$ cat config.mk
export PLATFORM = sky130hd
export DESIGN_NAME = second_order_sigma_delta_quantizer_flat
export DESIGN_NICKNAME = d
export VERILOG_FILES = /design/src/hdl/sdq_pkg.sv /design/src/hdl/sdq_in_if.sv /design/src/hdl/sdq_out_if.sv /design/src/hdl/sdq_cfg_if.sv /design/src/hdl/second_order_sigma_delta_quantizer.sv /design/src/flat_wrapper.sv
export SDC_FILE = /design/constraint.sdc
export NUM_CORES = 1
export LEC_CHECK = 0
export BUFFER_PORTS_ARGS = -buffer_cell sky130_fd_sc_hd__clkbuf_2
export CAP_MARGIN = 20
export CORE_MARGIN = 2
export CORE_UTILIZATION = 42
export CTS_BUF_LIST = sky130_fd_sc_hd__clkbuf_2
export DETAILED_ROUTE_END_ITERATION = 16
export PLACE_DENSITY_LB_ADDON = 0.15
export SKIP_LAST_GASP = 1
export SYNTH_ARGS = -nofsm -noshare
export SYNTH_HDL_FRONTEND = slang
export SYNTH_SLANG_ARGS = --single-unit
$ cat constraint.sdc
create_clock -name clk -period 9.23 [get_ports clk]
set_input_delay 1.846 -clock clk [delete_from_list [all_inputs] [get_ports clk]]
set_output_delay 1.846 -clock clk [all_outputs]
set_load 0.01 [all_outputs]
$ cat src/hdl/sdq_pkg.sv
// shared types, constants and helpers of the sigma-delta quantizer
package sdq_pkg;

  localparam int FRAC_BITS = 20;
  localparam int SAMPLE_W  = 24;
  localparam int LEVEL_W   = 12;
  localparam int INTEG_W   = 32;
  localparam int QUO_W     = FRAC_BITS + 1;
  localparam int MUL_STEPS = LEVEL_W;
  localparam int DIV_STEPS = QUO_W;
  localparam int CNT_W     = 5;

  localparam logic [12:0] COEF_FIRST = 13'd8077;
  localparam logic [LEVEL_W-1:0] LEVELS_RESET = 12'd125;

  typedef logic signed [INTEG_W-1:0] integ_t;
  typedef logic [LEVEL_W-1:0] level_t;

  typedef enum logic [2:0] {
    ST_IDLE,
    ST_MUL,
    ST_LVL,
    ST_DIV,
    ST_PROD,
    ST_UPD
  } state_t;

  // saturate a widened sum back to the integrator range
  function automatic integ_t sat_integ(input logic signed [INTEG_W+1:0] v);
    integ_t r;
    if ((v[INTEG_W+1:INTEG_W-1] == 3'b000) || (v[INTEG_W+1:INTEG_W-1] == 3'b111)) begin
      r = v[INTEG_W-1:0];
    end else if (v[INTEG_W+1]) begin
      r = {1'b1, {(INTEG_W-1){1'b0}}};
    end else begin
      r = {1'b0, {(INTEG_W-1){1'b1}}};
    end
    return r;
  endfunction

endpackage

$ cat src/hdl/sdq_in_if.sv
// sample input channel
interface sdq_in_if import sdq_pkg::*; ();
  logic                       valid;
  logic                       ready;
  logic                       channel;
  logic signed [SAMPLE_W-1:0] sample;

  modport source (output valid, output channel, output sample, input ready);
  modport sink (input valid, input channel, input sample, output ready);
endinterface

$ cat src/hdl/sdq_out_if.sv
// level output channel
interface sdq_out_if import sdq_pkg::*; ();
  logic   valid;
  logic   ready;
  logic   channel_out;
  level_t level;

  modport source (output valid, output channel_out, output level, input ready);
  modport sink (input valid, input channel_out, input level, output ready);
endinterface

$ cat src/hdl/sdq_cfg_if.sv
// levels register write channel
interface sdq_cfg_if import sdq_pkg::*; ();
  logic   valid;
  logic   ready;
  level_t data;

  modport source (output valid, output data, input ready);
  modport sink (input valid, input data, output ready);
endinterface

$ cat src/hdl/second_order_sigma_delta_quantizer.sv
// second-order multibit sigma-delta quantizer, top level
// an accepted sample passes the multiply, level, divide, product and update states before its result is registered
// one item in flight: the 12-step shift-add level multiply and the 21-step restoring
//   feedback divide run serially, and a new sample is taken only while the block is idle
// reset (rst, synchronous): integrators cleared, levels back to 125, output empty
// the result register frees the input side while a result waits to be taken
module second_order_sigma_delta_quantizer import sdq_pkg::*; #(
  parameter int CHANNELS = 2
) (
  input  logic              clk,
  input  logic              rst,
  sdq_in_if.sink            in_ch,
  sdq_out_if.source         out_ch,
  sdq_cfg_if.sink           cfg
);

  localparam int CH_W = (CHANNELS > 1) ? $clog2(CHANNELS) : 1;

  state_t state, state_next;

  level_t levels;
  integ_t first_integ  [CHANNELS];
  integ_t second_integ [CHANNELS];

  logic [CH_W-1:0]    ch_idx;
  logic               channel_r;
  integ_t             s1;
  integ_t             s2;
  level_t             lv;
  logic               t_neg;
  logic               t_big;
  logic [QUO_W-1:0]   t_low;
  logic [32:0]        acc;
  level_t             lv_sr;
  logic [CNT_W-1:0]   cnt;
  level_t             level_r;
  logic               fb_neg;
  logic [13:0]        rem;
  logic [QUO_W-1:0]   nq;
  logic [QUO_W-1:0]   p1m;
  logic [QUO_W-1:0]   p2m;

  logic               out_valid;
  logic               out_channel;
  level_t             out_level;

  logic               in_fire;
  logic               upd_go;
  logic [CH_W-1:0]    idx_in;
  level_t             lv_in;
  logic signed [32:0] t_in;
  integ_t             s1_in;

  logic [33:0]        rnd;
  logic [12:0]        r_lvl;
  level_t             level_c;
  logic [12:0]        two_l;
  logic [12:0]        d_c;
  logic               neg_c;
  logic [13:0]        rem_sh;
  logic [13:0]        divisor;
  logic               ge;
  logic [23:0]        m5;
  logic [33:0]        m1;
  logic signed [33:0] new_second;
  logic signed [33:0] new_first;

  // input side
  assign in_ch.ready = (state == ST_IDLE);
  assign in_fire     = in_ch.valid && in_ch.ready;
  assign idx_in      = (CHANNELS == 1) ? {CH_W{1'b0}} : CH_W'(in_ch.channel);
  assign lv_in       = (levels == '0) ? level_t'(1) : levels;
  assign s1_in       = sat_integ({{2{first_integ[idx_in][INTEG_W-1]}}, first_integ[idx_in]}
                       + {{(INTEG_W+2-SAMPLE_W){in_ch.sample[SAMPLE_W-1]}}, in_ch.sample});
  assign t_in        = {second_integ[idx_in][INTEG_W-1], second_integ[idx_in]}
                       + 33'sd1048576;

  // level from the product and feedback numerator
  assign rnd     = {1'b0, acc} + 34'd1048576;
  assign r_lvl   = rnd[33:21];
  assign two_l   = {level_c, 1'b0};
  assign neg_c   = (two_l < {1'b0, lv});
  assign d_c     = neg_c ? ({1'b0, lv} - two_l) : (two_l - {1'b0, lv});

  always_comb begin
    if (t_neg) begin
      level_c = '0;
    end else if (t_big || (r_lvl > {1'b0, lv})) begin
      level_c = lv;
    end else begin
      level_c = r_lvl[LEVEL_W-1:0];
    end
  end

  // restoring divide step
  assign divisor = {1'b0, lv, 1'b0};
  assign rem_sh  = {rem[12:0], nq[QUO_W-1]};
  assign ge      = (rem_sh >= divisor);

  // coefficient products
  assign m5 = {1'b0, nq, 2'b00} + {3'b000, nq} + 24'd2;
  assign m1 = 34'(nq) * 34'(COEF_FIRST) + 34'd8192;

  // integrator updates
  assign new_second = {{2{s2[INTEG_W-1]}}, s2} + {{2{s1[INTEG_W-1]}}, s1}
                      + (fb_neg ? $signed({13'b0, p2m}) : -$signed({13'b0, p2m}));
  assign new_first  = {{2{s1[INTEG_W-1]}}, s1}
                      + (fb_neg ? $signed({13'b0, p1m}) : -$signed({13'b0, p1m}));

  assign upd_go = (state == ST_UPD) && (!out_valid || out_ch.ready);

  always_comb begin
    state_next = state;
    case (state)
      ST_IDLE: begin
        if (in_fire) state_next = ST_MUL;
      end
      ST_MUL: begin
        if (cnt == CNT_W'(MUL_STEPS - 1)) state_next = ST_LVL;
      end
      ST_LVL: begin
        state_next = ST_DIV;
      end
      ST_DIV: begin
        if (cnt == CNT_W'(DIV_STEPS - 1)) state_next = ST_PROD;
      end
      ST_PROD: begin
        state_next = ST_UPD;
      end
      ST_UPD: begin
        if (upd_go) state_next = ST_IDLE;
      end
      default: begin
        state_next = ST_IDLE;
      end
    endcase
  end

  always_ff @(posedge clk) begin
    if (rst) begin
      state <= ST_IDLE;
    end else begin
      state <= state_next;
    end
  end

  // levels register
  assign cfg.ready = 1'b1;

  always_ff @(posedge clk) begin
    if (rst) begin
      levels <= LEVELS_RESET;
    end else if (cfg.valid) begin
      levels <= cfg.data;
    end
  end

  // integrator state
  always_ff @(posedge clk) begin
    if (rst) begin
      for (int i = 0; i < CHANNELS; i++) begin
        first_integ[i]  <= '0;
        second_integ[i] <= '0;
      end
    end else if (upd_go) begin
      first_integ[ch_idx]  <= sat_integ(new_first);
      second_integ[ch_idx] <= sat_integ(new_second);
    end
  end

  // serial datapath
  always_ff @(posedge clk) begin
    case (state)
      ST_IDLE: begin
        if (in_fire) begin
          ch_idx    <= idx_in;
          channel_r <= in_ch.channel;
          s1        <= s1_in;
          s2        <= second_integ[idx_in];
          lv        <= lv_in;
          lv_sr     <= lv_in;
          t_neg     <= t_in[32];
          t_big     <= !t_in[32] && (t_in[31:21] != '0);
          t_low     <= t_in[QUO_W-1:0];
          acc       <= '0;
          cnt       <= '0;
        end
      end
      ST_MUL: begin
        acc   <= {acc[31:0], 1'b0} + (lv_sr[LEVEL_W-1] ? {12'b0, t_low} : 33'd0);
        lv_sr <= {lv_sr[LEVEL_W-2:0], 1'b0};
        cnt   <= cnt + CNT_W'(1);
      end
      ST_LVL: begin
        level_r <= level_c;
        fb_neg  <= neg_c;
        rem     <= {1'b0, d_c};
        nq      <= QUO_W'(lv);
        cnt     <= '0;
      end
      ST_DIV: begin
        rem <= ge ? (rem_sh - divisor) : rem_sh;
        nq  <= {nq[QUO_W-2:0], ge};
        cnt <= cnt + CNT_W'(1);
      end
      ST_PROD: begin
        p2m <= m5[22:2];
        p1m <= QUO_W'(m1[33:14]);
      end
      default: begin
      end
    endcase
  end

  // result register
  always_ff @(posedge clk) begin
    if (rst) begin
      out_valid <= 1'b0;
    end else if (upd_go) begin
      out_valid <= 1'b1;
    end else if (out_ch.ready) begin
      out_valid <= 1'b0;
    end
  end

  always_ff @(posedge clk) begin
    if (upd_go) begin
      out_channel <= channel_r;
      out_level   <= level_r;
    end
  end

  assign out_ch.valid       = out_valid;
  assign out_ch.channel_out = out_channel;
  assign out_ch.level       = out_level;

  // checks
  a_start_mul: assert property (@(posedge clk) disable iff (rst)
    in_fire |=> state == ST_MUL)
    else $error("accepted item did not start the multiply");

  a_level_range: assert property (@(posedge clk) disable iff (rst)
    state == ST_DIV |-> level_r <= lv)
    else $error("level above levels");

  a_rem_bound: assert property (@(posedge clk) disable iff (rst)
    state == ST_DIV |-> rem < divisor)
    else $error("divider remainder out of range");

  a_fb_bound: assert property (@(posedge clk) disable iff (rst)
    state == ST_PROD |-> nq <= QUO_W'(1 << FRAC_BITS))
    else $error("feedback magnitude above one");

endmodule

$ cat src/flat_wrapper.sv
// flat-port wrapper written by rule: the top's interface ports become plain ports
module second_order_sigma_delta_quantizer_flat import sdq_pkg::*;
#(
  parameter int CHANNELS = 2
)
  (clk, rst, in_ch_valid, in_ch_channel, in_ch_sample, in_ch_ready, out_ch_valid, out_ch_channel_out, out_ch_level, out_ch_ready, cfg_valid, cfg_data, cfg_ready);
  sdq_in_if in_ch_i ();
  sdq_out_if out_ch_i ();
  sdq_cfg_if cfg_i ();
  input  logic clk;
  input  logic rst;
  input wire logic [$bits(in_ch_i.valid)-1:0] in_ch_valid;
  input wire logic [$bits(in_ch_i.channel)-1:0] in_ch_channel;
  input wire logic [$bits(in_ch_i.sample)-1:0] in_ch_sample;
  output wire logic [$bits(in_ch_i.ready)-1:0] in_ch_ready;
  output wire logic [$bits(out_ch_i.valid)-1:0] out_ch_valid;
  output wire logic [$bits(out_ch_i.channel_out)-1:0] out_ch_channel_out;
  output wire logic [$bits(out_ch_i.level)-1:0] out_ch_level;
  input wire logic [$bits(out_ch_i.ready)-1:0] out_ch_ready;
  input wire logic [$bits(cfg_i.valid)-1:0] cfg_valid;
  input wire logic [$bits(cfg_i.data)-1:0] cfg_data;
  output wire logic [$bits(cfg_i.ready)-1:0] cfg_ready;
  assign in_ch_i.valid = in_ch_valid;
  assign in_ch_i.channel = in_ch_channel;
  assign in_ch_i.sample = in_ch_sample;
  assign in_ch_ready = in_ch_i.ready;
  assign out_ch_valid = out_ch_i.valid;
  assign out_ch_channel_out = out_ch_i.channel_out;
  assign out_ch_level = out_ch_i.level;
  assign out_ch_i.ready = out_ch_ready;
  assign cfg_i.valid = cfg_valid;
  assign cfg_i.data = cfg_data;
  assign cfg_ready = cfg_i.ready;
  second_order_sigma_delta_quantizer #(.CHANNELS(CHANNELS)) u_core (.clk(clk), .rst(rst), .in_ch(in_ch_i), .out_ch(out_ch_i), .cfg(cfg_i));
endmodule
==> results.rst <==
.. list-table::
   :header-rows: 1

   * - Metric
     - Value
   * - Result of the run
     - completed
   * - Die area
     - 75400 um^2
   * - Clock tree from TritonCTS
     - built
   * - Count of filler cells inserted in the layout
     - 6826
   * - Leakage power summed over all cells
     - 14.5 nW
   * - Commonest non-fill, non-tap cells in the layout
     - 359 x edfxtp_1, 353 x ha_1, 277 x inv_1
   * - Number of vias per cell
     - 5.45
   * - Synthesized-area fraction occupied by and/or/nand/nor cells
     - 11.1%
   * - RSZ-0062 raised after global routing
     - no
   * - Global route total overflow
     - 0
   * - Xor and xnor fraction of the mapped netlist area
     - 7.06%
   * - Non-Filler Instances
     - 4190
   * - Die outline width
     - 275 um
   * - Clk slew on worst S/H paths
     - 0.11 ns
   * - Required time at the worst-slack endpoint
     - 10.13 ns
   * - Setup total negative slack
     - 0 ns
   * - Maximum resistive drop on vdd
     - 0.0000741 V
   * - Type of destination of the critical path
     - register
   * - Buffers inserted during post-CTS setup optimization
     - 0
   * - Total core area
     - 72700 um^2
   * - Share of synthesized cell area in full adder, half adder and majority cells
     - 22.0%
   * - Buffer type at the clock tree root
     - clkbuf_2
   * - Critical path class
     - register to register
   * - Biggest cell delay along the critical path
     - 0.71 ns
   * - Max Slew Vio Count
     - 0
   * - Mean area per synthesized cell
     - 10.0 um^2
   * - Global-route wire length before repair
     - 126000 um
   * - Cell with the largest stage delay on the worst path
     - a2111o_1
   * - Number of distinct standard cells referenced by the synthesized netlist
     - 89
   * - Worst path top cell family by delay
     - compound AO/OA/AOI/OAI gates
   * - Detailed-routing iteration count for the pre-antenna-repair pass
     - 7
   * - Worst setup timing slack at the placement stage
     - 2.23 ns
   * - Via count of the first global-routing pass
     - 22881
   * - Antenna violations before repair
     - 2
   * - Met2 layer wire length in the routed design
     - 35700 um
   * - Synth async-reset ratio
     - 0%
   * - Tcrit/Tclk final
     - 76.9%
   * - Critical Path Start Type
     - register
   * - Overall track demand over capacity in global routing
     - 21.2%
   * - CTS Buf Count
     - 100
   * - Post-cts hold buffer count
     - 0
   * - Power Dens Cells
     - 159 nW/um^2
   * - CP arrival
     - 7.99 ns
   * - Largest net degree at the start of global routing
     - 65
   * - Combinational family with the most area after synthesis
     - adder cells
   * - Clk sink count
     - 375
   * - Flip-flop and latch count after synthesis
     - 375
   * - Number of top-level pins
     - 58
   * - Maximum fanout count along the critical path
     - 24
   * - Global placement routability congestion
     - 0.935
   * - Final setup violation count
     - 0
   * - Synthesis-to-finish area growth
     - 7.57%
   * - Most frequent cell on the critical path
     - a21o_1
   * - Portion of the post-synthesis area used by sequential elements
     - 36.1%
   * - Number of hold violations in the final report
     - 0
   * - Sum of net half-perimeters after detailed placement
     - 61000 um
   * - Post-route worst setup slack
     - 2.14 ns
   * - Share of final-layout standard cells stronger than drive strength 1
     - 10.9%
   * - Combined area of all synthesized cells
     - 30700 um^2
   * - Iter 0 DRT Violations
     - 1372
   * - FP Rows
     - 99
   * - H-tree Lvls
     - 3
   * - Number of maximum-capacitance constraint violations
     - 0
   * - Wire length the detailed router placed on met1
     - 38100 um
   * - Most common library cell in the layout ignoring fill and taps
     - edfxtp_1
   * - Number of enable-type register cells in the synthesized netlist
     - 359
   * - Overall Power
     - 5.27 mW
   * - Count of nets after finishing
     - 3653
   * - Final cell utilization of the core
     - 45.5%
   * - Final routed wirelength across all metal layers
     - 79200 um
   * - Input/output buffers
     - 56
   * - Max Root-Sink Buffers
     - 3
   * - Count of nets left with antenna violations after detail routing
     - 0
   * - Clock skew
     - 0.168 ns
   * - Number of instances resized during post-cts repair
     - 0
   * - Cell count after synthesis
     - 3060
   * - Total buffers and inverters traversed by the critical path
     - 1
   * - Top Layer Used
     - met5
   * - Post-synthesis net count
     - 3570
   * - Total number of vias
     - 22841
   * - Fraction of synthesized area in multiplexers
     - 3.14%
   * - Tightest Hold Check Type
     - register to register
   * - Initial core utilization
     - 42.3%
   * - Latest clock arrival within the worst-skew pair
     - 1.23 ns
   * - Post-DR wirelength/cell
     - 18.9 um
   * - Compound-Gate Fraction of Synth Area
     - 15.9%
   * - DRC violation count after routing
     - 0
   * - Number of placed cells counting well taps
     - 3995
   * - Maximum clock frequency
     - 141 MHz
   * - Worst Max-Slew Pin Slew
     - 1.07 ns
   * - Worst slew margin relative to its limit
     - 28.9%
   * - Most instantiated flip-flop cell in the synthesis netlist
     - edfxtp_1
   * - Die Height
     - 275 um
   * - Met3 wire len
     - 3650 um
   * - Min cycle time layout
     - 7.09 ns
   * - Yosys synthesis warning count
     - 0
==> cells in the mapped netlist, drive strengths merged, types with 52 or more instances <==
cell type | number | area share, %
edfxtp | 359 | 35
ha | 353 | 14
nand2 | 187 | 2.3
nor3 | 56 | 0.93
xnor2 | 135 | 3.9
mux2 | 60 | 2.2
nand3 | 52 | 0.86
clkbuf | 71 | 0.90
inv | 277 | 3.4
a21o | 91 | 2.2
a21oi | 238 | 3.9
fa | 115 | 7.5
nor2 | 190 | 2.3
o21ai | 264 | 4.3
xor2 | 112 | 3.2
==> layout make-up <==
class	instances	area, um^2	area share, %
multi-input combinational	2312	18200	55.1
sequential	375	11100	33.6
tap	959	1200	3.63
inverter	277	1040	3.14
clock buffer	131	656	1.98
timing repair buffer	77	469	1.42
clock inverter	57	372	1.12
antenna	2	5.00	0.0151
==> power by group <==
group	internal, mW	total, mW	switching (mW)
Combinational	0.762	1.90	1.14
Sequential	2.00	2.07	0.0732
Clock	0.505	1.30	0.794
Total	3.26	5.27	2.01
==> state kept, by name, summed over array words and instances, names as in the netlist, 13 cells and up <==
register and flops:
u_core.second_integ 64, u_core.p2m 21, u_core.acc 33, u_core.s2 32
u_core.p1m 20, u_core.rem 13, u_core.nq 21, u_core.first_integ 64
u_core.s1 32
==> final timing paths <==
kind,from,to,slack [ns],depth (start not counted)
setup / recovery,u_core.acc[20],u_core.rem[5],2.14,26
hold / removal,u_core.level_r[6],u_core.out_ch.level[6],0.39,0
hold reg to reg,u_core.level_r[6],u_core.out_ch.level[6],0.39,0
setup reg to reg,u_core.acc[20],u_core.rem[5],2.14,26
==> routing by layer <==
| metal | vias to the layer above | global-route usage (%) |
|---|---|---|
| li1 | 11188 | - |
| met1 | 11032 | 29.9 |
| met2 | 509 | 33.9 |
| met3 | 110 | 3.03 |
| met4 | 2 | 6.16 |
| met5 | - | 0 |
==> cell families (layout without fill, tap and decap cells) <==
kind of cell	count (synthesis)	after routing
compound gates	800	800
xor+xnor	247	247
fa+ha+maj	473	473
buf+inv	373	542
flops	375	375
mux	89	89
other cells	1	3
simple gates	702	702
==> through the flow <==
stage	hold slack (ns)	area, um^2
2_1_floorplan	0.400	30700
3_3_place_gp	0.406	32000
3_5_place_dp	0.405	32000
4_1_cts	0.397	33000
5_1_grt	0.423	33100
6_report	0.387	33100
(Power assumes the default switching activity.)
